<file path="src/cbin_pkg.sv">
// Shared types and constants for the collision row binning block.
// No dependencies; every other file imports this package.
package cbin_pkg;

  localparam int ROWS      = 16;
  localparam int COLS      = 32;
  localparam int ROW_W     = $clog2(ROWS);
  localparam int FILL_W    = $clog2(COLS + 1);
  localparam int IDX_W     = 8;
  localparam int RAD_W     = 12;           // radius as a 12-bit unsigned integer (Q12.0) after Q4 widening
  localparam int OFF_W     = 18;           // signed edge offsets
  localparam int MUL_W     = OFF_W - 1;    // positive offset magnitude
  localparam int SCALE_W   = 24;
  localparam int PROD_W    = MUL_W + SCALE_W;
  localparam int QDEPTH    = 2;
  localparam int QPTR_W    = $clog2(QDEPTH);
  localparam int QCNT_W    = $clog2(QDEPTH + 1);
  localparam int CFG_IDX_W = 2;
  localparam int CFG_DAT_W = 24;

  localparam logic OP_CLEAR = 1'b0;
  localparam logic OP_PLACE = 1'b1;

  typedef enum logic [CFG_IDX_W-1:0] {
    REG_RADIUS_IS_Q4 = 2'd0,
    REG_HALF_WIDTH   = 2'd1,
    REG_HALF_HEIGHT  = 2'd2,
    REG_ROW_SCALE    = 2'd3
  } reg_idx_t;

  typedef struct packed {
    logic              op;
    logic [7:0]        inst_id;
    logic              enabled;
    logic signed [15:0] pos_x;
    logic signed [15:0] pos_y;
    logic [7:0]        radius_q;
  } in_item_t;

  typedef struct packed {
    logic [3:0] grid_row;
    logic [4:0] slot;
    logic [7:0] placed_index;
    logic       overflow;
    logic       last;
  } out_item_t;

  typedef struct packed {
    logic                radius_is_q4;
    logic [14:0]         half_width;
    logic [14:0]         half_height;
    logic [SCALE_W-1:0]  row_scale;
  } cfg_t;

  // One queued job for the back end: a frame clear or a row range to fill.
  typedef struct packed {
    logic             is_clear;
    logic [IDX_W-1:0] idx;
    logic [ROW_W-1:0] row_first;
    logic [ROW_W-1:0] row_last;
  } job_t;

endpackage

</file>
<file path="src/cbin_front.sv">
// Front end: accepts items, drops skipped ones, maps circle edges to rows.
// Depends on cbin_pkg.
module cbin_front (
  input  logic              clk,
  input  logic              rst_n,
  input  logic              start,
  output logic              busy,
  input  cbin_pkg::in_item_t in_item,
  input  cbin_pkg::cfg_t    cfg,
  output logic              push,
  output cbin_pkg::job_t    push_job,
  input  logic              q_full
);
  import cbin_pkg::*;

  typedef enum logic [3:0] {
    F_IDLE  = 4'b0001,
    F_MUL_T = 4'b0010,
    F_MUL_B = 4'b0100,
    F_PUSH  = 4'b1000
  } fstate_t;

  localparam logic [MUL_W-1:0] GMAX = MUL_W'(ROWS - 1);
  localparam logic [ROW_W-1:0] RMAX = ROW_W'(ROWS - 1);

  fstate_t                   state_r, state_nxt;
  logic signed [OFF_W-1:0]   off_t_r, off_b_r;
  logic [IDX_W-1:0]          idx_r;
  logic                      is_clear_r;
  logic [PROD_W-1:0]         prod_r;
  logic [ROW_W-1:0]          g_top_r;

  logic [RAD_W-1:0]          r12;
  logic signed [OFF_W-1:0]   py_s, px_s, r_s, hh_s, hw_s;
  logic signed [OFF_W-1:0]   off_t, off_b, x_lo, x_hi, b_hi;
  logic                      skip;
  logic signed [OFF_W-1:0]   mul_off;
  logic [ROW_W-1:0]          g_bot;
  logic                      accept;

  // Grid coordinate from a registered product and the offset sign.
  function automatic logic [ROW_W-1:0] clamp_g(input logic signed [OFF_W-1:0] off,
                                               input logic [PROD_W-1:0] prod);
    logic [MUL_W-1:0] g;
    g = prod[PROD_W-1:SCALE_W];
    if (off <= 0) begin
      clamp_g = '0;
    end else if (g > GMAX) begin
      clamp_g = RMAX;
    end else begin
      clamp_g = ROW_W'(g);
    end
  endfunction

  assign accept = start && (state_r == F_IDLE);
  assign busy   = (state_r != F_IDLE);

  always_comb begin
    r12  = cfg.radius_is_q4 ? {in_item.radius_q, 4'h0} : {4'h0, in_item.radius_q};
    py_s = OFF_W'($signed(in_item.pos_y));
    px_s = OFF_W'($signed(in_item.pos_x));
    r_s  = signed'(OFF_W'(r12));
    hh_s = signed'(OFF_W'(cfg.half_height));
    hw_s = signed'(OFF_W'(cfg.half_width));
    off_t = py_s + r_s + hh_s;
    off_b = py_s - r_s + hh_s;
    b_hi  = py_s - r_s - hh_s;
    x_lo  = px_s + r_s + hw_s;
    x_hi  = px_s - r_s - hw_s;
    skip  = (off_t < 0) || (b_hi > 0) || (x_lo < 0) || (x_hi > 0);
  end

  assign mul_off = (state_r == F_MUL_T) ? off_t_r : off_b_r;
  assign g_bot   = clamp_g(off_b_r, prod_r);

  always_comb begin
    state_nxt = state_r;
    case (state_r)
      F_IDLE: begin
        if (accept) begin
          if (in_item.op == OP_CLEAR) begin
            state_nxt = F_PUSH;
          end else if (in_item.enabled && !skip) begin
            state_nxt = F_MUL_T;
          end
        end
      end
      F_MUL_T: state_nxt = F_MUL_B;
      F_MUL_B: state_nxt = F_PUSH;
      F_PUSH: begin
        if (!q_full) begin
          state_nxt = F_IDLE;
        end
      end
      default: state_nxt = F_IDLE;
    endcase
  end

  always_ff @(posedge clk) begin
    if (!rst_n) begin
      state_r <= F_IDLE;
    end else begin
      state_r <= state_nxt;
    end
  end

  always_ff @(posedge clk) begin
    if (accept) begin
      off_t_r    <= off_t;
      off_b_r    <= off_b;
      idx_r      <= in_item.inst_id;
      is_clear_r <= (in_item.op == OP_CLEAR);
    end
    if (state_r == F_MUL_T || state_r == F_MUL_B) begin
      prod_r <= PROD_W'(mul_off[MUL_W-1:0]) * PROD_W'(cfg.row_scale);
    end
    if (state_r == F_MUL_B) begin
      g_top_r <= clamp_g(off_t_r, prod_r);
    end
  end

  assign push               = (state_r == F_PUSH) && !q_full;
  assign push_job.is_clear  = is_clear_r;
  assign push_job.idx       = idx_r;
  assign push_job.row_first = RMAX - g_top_r;
  assign push_job.row_last  = RMAX - g_bot;

endmodule

</file>
<file path="src/cbin_queue.sv">
// Two-entry job queue between front and back ends.
// Depends on cbin_pkg.
module cbin_queue (
  input  logic           clk,
  input  logic           rst_n,
  input  logic           push,
  input  cbin_pkg::job_t push_job,
  output logic           full,
  input  logic           pop,
  output logic           not_empty,
  output cbin_pkg::job_t head
);
  import cbin_pkg::*;

  job_t              slot_r [QDEPTH];
  logic [QPTR_W-1:0] wr_r, rd_r;
  logic [QCNT_W-1:0] cnt_r;

  assign full      = (cnt_r == QCNT_W'(QDEPTH));
  assign not_empty = (cnt_r != '0);
  assign head      = slot_r[rd_r];

  always_ff @(posedge clk) begin
    if (!rst_n) begin
      wr_r  <= '0;
      rd_r  <= '0;
      cnt_r <= '0;
    end else begin
      if (push) begin
        wr_r <= (wr_r == QPTR_W'(QDEPTH - 1)) ? '0 : wr_r + 1'b1;
      end
      if (pop) begin
        rd_r <= (rd_r == QPTR_W'(QDEPTH - 1)) ? '0 : rd_r + 1'b1;
      end
      if (push && !pop) begin
        cnt_r <= cnt_r + 1'b1;
      end else if (pop && !push) begin
        cnt_r <= cnt_r - 1'b1;
      end
    end
  end

  always_ff @(posedge clk) begin
    if (push) begin
      slot_r[wr_r] <= push_job;
    end
  end

endmodule

</file>
<file path="src/cbin_back.sv">
// Back end: walks each job's row range, keeps per-row fill counts, emits results.
// Depends on cbin_pkg.
module cbin_back (
  input  logic                clk,
  input  logic                rst_n,
  input  logic                not_empty,
  input  cbin_pkg::job_t      head,
  output logic                pop,
  output logic                out_strobe,
  output cbin_pkg::out_item_t out_item
);
  import cbin_pkg::*;

  typedef enum logic [1:0] {
    B_IDLE = 2'b01,
    B_EMIT = 2'b10
  } bstate_t;

  bstate_t             state_r;
  logic [ROW_W-1:0]    cur_r, end_r;
  logic [IDX_W-1:0]    idx_r;
  logic [FILL_W-1:0]   fill_r [ROWS];
  logic                strobe_r;
  out_item_t           item_r;

  logic [FILL_W-1:0]   fill;
  logic                full_row;
  logic                at_end;

  assign pop      = not_empty && (state_r == B_IDLE);
  assign fill     = fill_r[cur_r];
  assign full_row = (fill >= FILL_W'(COLS));
  assign at_end   = (cur_r == end_r);

  always_ff @(posedge clk) begin
    if (!rst_n) begin
      state_r  <= B_IDLE;
      strobe_r <= 1'b0;
      for (int i = 0; i < ROWS; i++) begin
        fill_r[i] <= '0;
      end
    end else begin
      strobe_r <= 1'b0;
      case (state_r)
        B_IDLE: begin
          if (pop) begin
            if (head.is_clear) begin
              for (int i = 0; i < ROWS; i++) begin
                fill_r[i] <= '0;
              end
            end else begin
              state_r <= B_EMIT;
            end
          end
        end
        B_EMIT: begin
          strobe_r <= 1'b1;
          if (!full_row) begin
            fill_r[cur_r] <= fill + 1'b1;
          end
          if (at_end) begin
            state_r <= B_IDLE;
          end
        end
        default: state_r <= B_IDLE;
      endcase
    end
  end

  always_ff @(posedge clk) begin
    if (pop) begin
      cur_r <= head.row_first;
      end_r <= head.row_last;
      idx_r <= head.idx;
    end else if (state_r == B_EMIT) begin
      cur_r <= cur_r + 1'b1;
    end
    if (state_r == B_EMIT) begin
      item_r.grid_row     <= 4'(cur_r);
      item_r.slot         <= full_row ? 5'd0 : 5'(fill);
      item_r.placed_index <= full_row ? 8'd0 : idx_r;
      item_r.overflow     <= full_row;
      item_r.last         <= at_end;
    end
  end

  assign out_strobe = strobe_r;
  assign out_item   = item_r;

endmodule

</file>
<file path="src/collision_row_binning.sv">
// Top level of the collision row binning block: configuration registers
// and the front end, job queue and back end. Depends on cbin_pkg and all cbin_ modules.
//
// Usage: drive start with an item on in_item while busy is low; the item
// transfers on that edge. An enabled place item inside the area holds the
// front end through the transfer, two passes of the shared edge-to-row
// multiplier and the queue push, so busy stays high from the transfer until
// the push, longer while the queue is full. A clear item raises busy until
// its queue push; disabled or off-area items transfer without raising busy and cause nothing.
// A clear item travels through the queue, so it takes effect after every
// placement accepted before it. The back end loads a job from the queue,
// then emits one result per covered row per cycle, rows in ascending order,
// with last set on the final one; with an idle back end the first result
// is registered after the job load. Results appear on out_item for exactly one
// cycle, marked by out_strobe; the receiver cannot stall them and must take
// every one. The two-entry queue lets the front end take new items while
// the back end is still emitting. Write the configuration registers only
// while the block is idle; cfg_ready is always high.
module collision_row_binning (
  input  logic                                clk,
  input  logic                                rst_n,
  input  logic                                start,
  output logic                                busy,
  input  cbin_pkg::in_item_t                  in_item,
  output logic                                out_strobe,
  output cbin_pkg::out_item_t                 out_item,
  input  logic                                cfg_valid,
  output logic                                cfg_ready,
  input  logic [cbin_pkg::CFG_IDX_W-1:0]      cfg_index,
  input  logic [cbin_pkg::CFG_DAT_W-1:0]      cfg_data
);
  import cbin_pkg::*;

  cfg_t cfg_r;
  logic push, q_full, pop, not_empty;
  job_t push_job, head;

  assign cfg_ready = 1'b1;

  // Hold configuration; each register takes the low bits of the transfer.
  always_ff @(posedge clk) begin
    if (!rst_n) begin
      cfg_r.radius_is_q4 <= 1'b0;
      cfg_r.half_width   <= 15'd16384;
      cfg_r.half_height  <= 15'd16384;
      cfg_r.row_scale    <= 24'd2048;
    end else if (cfg_valid && cfg_ready) begin
      case (reg_idx_t'(cfg_index))
        REG_RADIUS_IS_Q4: cfg_r.radius_is_q4 <= cfg_data[0];
        REG_HALF_WIDTH:   cfg_r.half_width   <= cfg_data[14:0];
        REG_HALF_HEIGHT:  cfg_r.half_height  <= cfg_data[14:0];
        REG_ROW_SCALE:    cfg_r.row_scale    <= cfg_data[SCALE_W-1:0];
        default: ;
      endcase
    end
  end

  // Classify items and turn circle edges into a row range.
  cbin_front u_front (
    .clk      (clk),
    .rst_n    (rst_n),
    .start    (start),
    .busy     (busy),
    .in_item  (in_item),
    .cfg      (cfg_r),
    .push     (push),
    .push_job (push_job),
    .q_full   (q_full)
  );

  // Decouple the front end from the row walk.
  cbin_queue u_queue (
    .clk       (clk),
    .rst_n     (rst_n),
    .push      (push),
    .push_job  (push_job),
    .full      (q_full),
    .pop       (pop),
    .not_empty (not_empty),
    .head      (head)
  );

  // Walk rows, advance fill counts, emit placements or overflow flags.
  cbin_back u_back (
    .clk        (clk),
    .rst_n      (rst_n),
    .not_empty  (not_empty),
    .head       (head),
    .pop        (pop),
    .out_strobe (out_strobe),
    .out_item   (out_item)
  );

endmodule

</file>
<file path="config.mk">
export PLATFORM = sky130hd
export DESIGN_NAME = collision_row_binning
export DESIGN_NICKNAME = d
export VERILOG_FILES = /design/src/cbin_pkg.sv /design/src/cbin_front.sv /design/src/cbin_queue.sv /design/src/cbin_back.sv /design/src/collision_row_binning.sv
export SDC_FILE = /design/constraint.sdc
export NUM_CORES = 2
export LEC_CHECK = 0
export ABC_CLOCK_PERIOD_IN_PS = 7000
export BUFFER_PORTS_ARGS = -buffer_cell sky130_fd_sc_hd__buf_2
export CAP_MARGIN = 20
export CORE_ASPECT_RATIO = 0.75
export CORE_MARGIN = 1.5
export CORE_UTILIZATION = 50
export DETAILED_ROUTE_END_ITERATION = 7
export PLACE_DENSITY = 0.7
export SETUP_SLACK_MARGIN = 0.4
export SYNTH_ARGS = -nofsm -noshare
export SYNTH_HDL_FRONTEND = slang
export SYNTH_SLANG_ARGS = --single-unit
export TNS_END_PERCENT = 50
</file>
<file path="constraint.sdc">
create_clock -name clk -period 7 [get_ports clk]
set_input_delay 1.4 -clock clk [delete_from_list [all_inputs] [get_ports clk]]
set_output_delay 1.4 -clock clk [all_outputs]
set_load 0.03 [all_outputs]
</file>
* Word-level counts from Yosys, hierarchy flattened
Memory sizes are Yosys's and may differ from the RTL's. A register that Yosys moved wholly into a read port is not among the register bits. Cells that the tools add are included.
Storage, ports and cells: register bits after elaboration 191, bits in writable memories 130, output and inout bits 22, logic and storage cells 166, memories kept 2
Operators by class: $add $sub $neg 17, $mul 1, $lt $le $gt $ge 8, equality and inequality tests 18, muxes and demuxes 54, bitwise operators 17, reductions and logical operators 25
Memory list:
- u_back.fill_r | words 16, bits a word 6, rd ports 1, clocked after memory_dff 1, wr ports 16, RTL line cbin_back.sv:22 | logic [FILL_W-1:0] fill_r [ROWS];
- u_queue.slot_r | words 2, bits a word 17, rd ports 1, clocked after memory_dff 1, wr ports 1, RTL line cbin_queue.sv:15 | job_t slot_r [QDEPTH];
Operators by type and width (number):
- 2-to-1 mux 6 bit | 17
- adder 17 x 16 -> 18 bit | 3
- multiplier 17 x 24 -> 41 bit | 1
- 2-to-1 mux 4 bit | 10
- > comparator 18 x 1 -> 1 bit, second input constant | 2
- <= comparator 18 x 1 -> 1 bit, second input constant | 2
- less-than comparator 18 x 1 -> 1 bit, second input constant | 2
- subtractor 17 x 16 -> 18 bit | 2
- adder 16 x 13 -> 17 bit | 2
- subtractor 16 x 13 -> 17 bit | 2
- 2-to-1 mux 1 bit | 18
- > comparator 17 x 4 -> 1 bit, second input constant | 1
- 2-to-1 mux 17 bit | 1
- OR 1 bit | 16
- case mux 4 bit (4 select lines) | 1
- 2-to-1 mux 12 bit | 1
- 2-to-1 mux 2 bit | 5
- == test 2 bit, second input constant | 4
- AND reduction 2 bit | 4
- subtractor 4 bit, first input constant | 2
- adder 6 x 1 -> 6 bit, second input constant | 1
- >= comparator 6 bit, second input constant | 1
- logical AND 1 bit | 6
- != test 2 bit, second input constant | 3
- 21 further kinds | 33

* Logic depth before layout (Yosys ltp)
word-level depth 13, gate-level depth with buffers 28, mapped depth without buffers 27

* Hierarchy
A second synthesis with hierarchy kept.
Second synthesis, totals: cells, all modules 2929, area total of the unflattened synthesis 29597.1 um2
Modules (own cells, without submodules):
- cbin_front | instances 1, cells each 2215, area each 19829.0 um2, seq. area each 2031.9 um2
- cbin_back | instances 1, cells each 426, area each 6189.7 um2, seq. area each 4073.9 um2
- collision_row_binning | instances 1, cells each 213, area each 2132.0 um2, seq. area each 1101.1 um2
- cbin_queue | instances 1, cells each 75, area each 1446.4 um2, seq. area each 1121.1 um2

* Least setup slack after synthesis
Ideal clock, no wire load.
kind register to register, start register u_front.state_r[1], end register u_front.prod_r[37] (data pin), setup time 0.258 ns, arrival time 7.341 ns, path slack -0.598 ns, stages on the path, launching flop included 27, buffers on the path 2, clock period less this slack 7.598 ns, cells stage by stage dfxtp_1 > inv_2 > nor4_2 > clkbuf_1 > mux2_2 > clkbuf_1 > nand2_1 > fa_1 > fa_1 > fa_1 > inv_1 > fa_1 > fa_1 > inv_1 > fa_1 > inv_1 > ha_1 > a211oi_1 > o21bai_1 > a2111oi_2 > a41o_1 > nand2_1 > o31a_1 > a21o_1 > a21bo_2 > a21oi_1 > xnor2_1
On the way: word-level cells in the longest chain between the ends 3
Ends and longest elaborated chain:
- start, declared | RTL line cbin_front.sv:26 | fstate_t state_r, state_nxt;
- start signal, assigned | RTL line cbin_front.sv:103 | state_r <= state_nxt;
- == test 4 x 2 -> 1 bit | RTL line cbin_front.sv:73 | assign mul_off = (state_r == F_MUL_T) ? off_t_r : off_b_r;
- 2-to-1 mux 17 bit | RTL line cbin_front.sv:73
- multiplier 17 x 24 -> 41 bit | RTL line cbin_front.sv:115 | prod_r <= PROD_W'(mul_off[MUL_W-1:0]) * PROD_W'(cfg.row_scale);
- end signal, assigned | RTL line cbin_front.sv:115
- end, declared | RTL line cbin_front.sv:30 | logic [PROD_W-1:0] prod_r;
Every way passes these cells. A chain may end at the register's enable or synchronous reset.

* Worst setup path after layout
start register u_front.state_r[1], end register u_front.prod_r[40] (data pin)
Same word-level chain as after synthesis.

==> summary.md <==
The flow ran to the end, but the final reports show violations. The final reports fail on setup timing. By count the netlist is led by 501 x sky130_fd_sc_hd__inv_1, 442 x sky130_fd_sc_hd__nand2_1, 367 x sky130_fd_sc_hd__fa_1, 230 x sky130_fd_sc_hd__edfxtp_1, 217 x sky130_fd_sc_hd__ha_1. IR analysis of the VDD net gives a maximum drop of 0.227 mV.

Pin placement for this block handled 102 I/O pins. The final clock period utilization by the worst path is 1.05, and the post-CTS clock slew at the launch and capture registers of the worst setup and hold paths is 0.06 ns. Among the stages of the critical path, the cell type that occurs most often is sky130_fd_sc_hd__fa_1.

The tree is rooted in a sky130_fd_sc_hd__clkbuf_16. Using the TritonRoute via totals, the vias-per-cell ratio works out to 5.49. Measured along the x axis, the die boundary spans 282 um. Compared with the post-synthesis result, the final layout area differs by 12.3%.

The run gives 22200 as the via count of the first global-routing pass. The final layout contains routed wiring with a total length of 78900 um. The sum of overflow across all layers after global routing was 0. The number of levels the H-tree was split into came out at 1. Dividing total power by cell area gives a power density of 236 nW/um2.

CTS saw 301 sinks. Routability-driven placement finished with a final weighted congestion of 0.942. The final critical-path setup slack was -0.375 ns. For the worst hold margin, the log shows 0.437 ns.

The number of rows created at floorplan was 76; the flop and latch count out of synthesis was 301. The post-route DRC violation count was 0. Worst slew margin relative to its limit: 0.260.

The kind of start point of the critical path is a flop. The global routing usage summed across all routing layers is 0.269. The logs give 0.465 for the part of the total power dissipated in combinational logic and 0.00311 W for the net switching power of the design. Ranked by total cell area, the synthesized netlist is headed by sky130_fd_sc_hd__fa_1 25%, sky130_fd_sc_hd__edfxtp_1 24%, sky130_fd_sc_hd__ha_1 9.3%, sky130_fd_sc_hd__inv_1 6.5%, sky130_fd_sc_hd__nand2_1 5.7%.

Share of the yosys chip area belonging to registers: 0.286. At the pin with the least slew margin, the transition time is 1.11 ns. The netlist uses 84 different library cells. The worst hold path was traced through 0 stages.

In this run the mean area of a mapped cell was 9.99 um2. For the final routed database, the setup TNS stands at -3.09 ns. Type of the worst setup path: flop to flop. For the worst flop-to-flop path, the logic depth is 28.

In this run the static leakage power is 14.6 nW. The number of placed instances with taps included came out at 3768. The cell family contributing the most delay on the critical path is adder cells.

The data arrival time at the worst-slack endpoint was 7.72 ns; the worst-skew pair later-pin latency was 0.60 ns. For the via total after detailed routing, the log shows 21200. Before antenna repair, the detailed router went through 5 iterations.

The tools report the overall power consumption as 0.00772 W. For this run, the leading register cell type out of synthesis is sky130_fd_sc_hd__edfxtp_1. The slowest stage of the critical path belongs to the cell sky130_fd_sc_hd__fa_1. Buffering stage count on the worst path with inverters included: 8. The HPWL after detailed placement is 61500 um. The fraction of final layout cells sized beyond drive strength 1 was 0.143.

Quantity of hold-fixing buffers added after cts: 0. Yosys instantiated no cell more often than sky130_fd_sc_hd__inv_1. The number of fill cells in the layout was 4915; the count of yosys warnings during synthesis was 0. TritonCTS created 30 clock buffers. The number of pins with negative max-slew slack in the final report is 0. The DRC marker count from the first detailed-route iteration is 1783, and the area fraction of the dominant cell type after synthesis is 0.252.

For the effective utilization at floorplan, the log shows 0.507. In this run the tool buffered the top-level ports with 100 buffer cells. The startpoint of the worst-slack reg-to-reg timing path is u_front.state_r[1]. Setup repair after global routing could not meet its margin everywhere. The detail route stage leaves a number of antenna-violating nets equal to 0. The worst setup path is captured at a flop. Summing every instance area after synthesis gives 29100 um2. For the data required time of the worst path, the log shows 7.34 ns. TritonCTS built the clock tree. The initial antenna violation count is 3.

The dominant cell type by area after synthesis is sky130_fd_sc_hd__fa_1. The tools report the final count of hold timing violations as 0. The peak per-stage delay on the critical path is 0.55 ns.

Clock skew on the completed layout was measured at 0.0171 ns. In this run, synthesis inferred 230 flip-flops with an integrated enable. Cell internal power dissipation: 0.00461 W. The launching instance or port of the critical path was u_front.state_r[1]. The post-synthesis async set-or-reset flop share is 0, and the first-pass GRT wire length is 123000 um.

The floorplan step defined a die boundary enclosing 59700 um2. In this run the worst path has a maximum fanout of 5. The startpoint identified for the worst hold timing path is u_front.idx_r[0]. The clock period minus final worst setup slack works out to 7.38 ns.

The logs give 0.569 for the final core utilization and 0.326 for the sequential cell fraction of total power. The run gives 3863 as the number of non-filler instances in the completed layout. Setup violations remaining at the end of the flow were counted as 11. At the end of the flow, the number of nets in the layout was 3724. The tool flagged a number of max-cap violations equal to 0. The chip height works out to 212 um. The tools report the net count after synthesis as 3579. The tools report the clock tree buffer depth as 3. Derived from the worst setup path, the maximum achievable clock frequency is 0.136 GHz. After detailed routing, the average wire length per cell comes to 20.4 um.

The count of mapped cells out of synthesis came out at 2915. The path class of the tightest hold or removal check is flop to flop. The net switching fraction of the power is 0.403.

The largest net degree at the start of global routing was 68; the number of cells on the critical path was 28. The logs give 0.209 for the part of the total power dissipated in the clock network and 57400 um2 for the standard cell core area.
==> logic make-up after synthesis <==
kind of cell / Yosys count / synth area share
buffers and inverters: 630 / 0.0824
XOR/XNOR: 82 / 0.0254
flip-flops: 301 / 0.286
AND/OR/NAND/NOR: 942 / 0.151
other: 1 / 0.000129
AO/OA/AOI/OAI: 303 / 0.0706
adder cells (fa/ha/maj): 585 / 0.346
multiplexers: 71 / 0.0386
==> per-stage QoR <==
step | instance area [um2] | worst slack [ns]
floorplan | 29400 | -0.0501
global placement | 31000 | -0.263
detailed placement | 31000 | -0.321
CTS | 32400 | -0.235
global route | 32700 | -0.548
finish | 32700 | -0.375
==> placed cells by master (no fill, tap or decap), types with 12 or more instances in the layout <==
| cell type | n |
|---|---|
| sky130_fd_sc_hd__nor2b_1 | 39 |
| sky130_fd_sc_hd__mux2_4 | 23 |
| sky130_fd_sc_hd__a21boi_0 | 53 |
| sky130_fd_sc_hd__mux2_2 | 17 |
| sky130_fd_sc_hd__inv_1 | 493 |
| sky130_fd_sc_hd__nor4_1 | 15 |
| sky130_fd_sc_hd__dfxtp_1 | 69 |
| sky130_fd_sc_hd__buf_2 | 100 |
| sky130_fd_sc_hd__mux4_2 | 30 |
| sky130_fd_sc_hd__o21ai_0 | 40 |
| sky130_fd_sc_hd__ha_1 | 211 |
| sky130_fd_sc_hd__o21ai_1 | 12 |
| sky130_fd_sc_hd__fa_2 | 14 |
| sky130_fd_sc_hd__fa_1 | 353 |
| sky130_fd_sc_hd__edfxtp_1 | 230 |
| sky130_fd_sc_hd__buf_4 | 111 |
| sky130_fd_sc_hd__xor2_1 | 27 |
| sky130_fd_sc_hd__nand2_1 | 430 |
| sky130_fd_sc_hd__and2_1 | 155 |
| sky130_fd_sc_hd__xnor2_1 | 51 |
| sky130_fd_sc_hd__a211oi_1 | 15 |
| sky130_fd_sc_hd__nand2b_1 | 14 |
| sky130_fd_sc_hd__a21oi_1 | 69 |
| sky130_fd_sc_hd__nor3_1 | 24 |
| sky130_fd_sc_hd__clkbuf_16 | 31 |
| sky130_fd_sc_hd__a21o_1 | 16 |
| sky130_fd_sc_hd__nor2_1 | 161 |
| sky130_fd_sc_hd__nand3_1 | 18 |
==> flip-flops by register name, indices dropped and copies added (netlist names), 8 cells and up, named ones only <==
| signal | cells |
|---|---|
| u_front.off_b_r | 18 |
| u_front.idx_r | 8 |
| u_queue.slot_r | 34 |
| cfg_r | 55 |
| u_front.off_t_r | 17 |
| u_front.prod_r | 17 |
| u_back.out_item | 19 |
| u_back.idx_r | 8 |
| u_back.fill_r | 96 |
==> cell type report <==
cell class,count,area (um2),area share
multi-input cells,1993,18900,0.578
flip-flops and latches,301,8330,0.255
inverters,504,1890,0.0579
repair buffers,230,1630,0.0498
well taps,780,976,0.0299
clock buffers,43,820,0.0251
clock inverters,11,154,0.00471
diodes,1,2.50,0.0000766
==> final timing paths <==
kind	to	slack [ns]
max reg2reg	u_front.prod_r[40]	-0.38
max	u_front.prod_r[40]	-0.38
min	u_queue.slot_r[1][8]	0.44
min reg2reg	u_queue.slot_r[1][8]	0.44
==> power groups by stage <==
stage / registers, W / clock network, W / logic (W)
after floorplan: 0.00240 / 0 / 0.00240
after global placement: 0.00253 / 0 / 0.00321
after detailed placement: 0.00255 / 0 / 0.00330
after CTS: 0.00253 / 0.00164 / 0.00347
after global routing: 0.00254 / 0.00171 / 0.00395
final: 0.00252 / 0.00162 / 0.00359
==> worst reg2reg max path, delay by kind of cell, from the launching register on <==
| family | cells | cell delay [ns] |
|---|---|---|
| fa+ha+maj | 7 | 3.21 |
| mux | 1 | 0.37 |
| buf+inv | 8 | 0.71 |
| simple gates | 4 | 0.60 |
| xor+xnor | 1 | 0.14 |
| flops | 1 | 0.35 |
| compound gates | 7 | 1.74 |
==> repair_timing <==
action	4_1_cts	5_1_grt
setup buffers	13	11
endpoints found under the setup margin	17	18
pin swaps	11	24
cloned	9	2
gates resized for setup	50	34
==> metal layers <==
layer  vias up  GRT usage  part of all wire
met4         6     0.0693             0.027
met1     10500      0.372              0.43
met3       146     0.0899              0.11
met2       976      0.405              0.43
met5         -          0           0.00058
li1       9596          -                 -
Power figures use the tool's default switching activity.
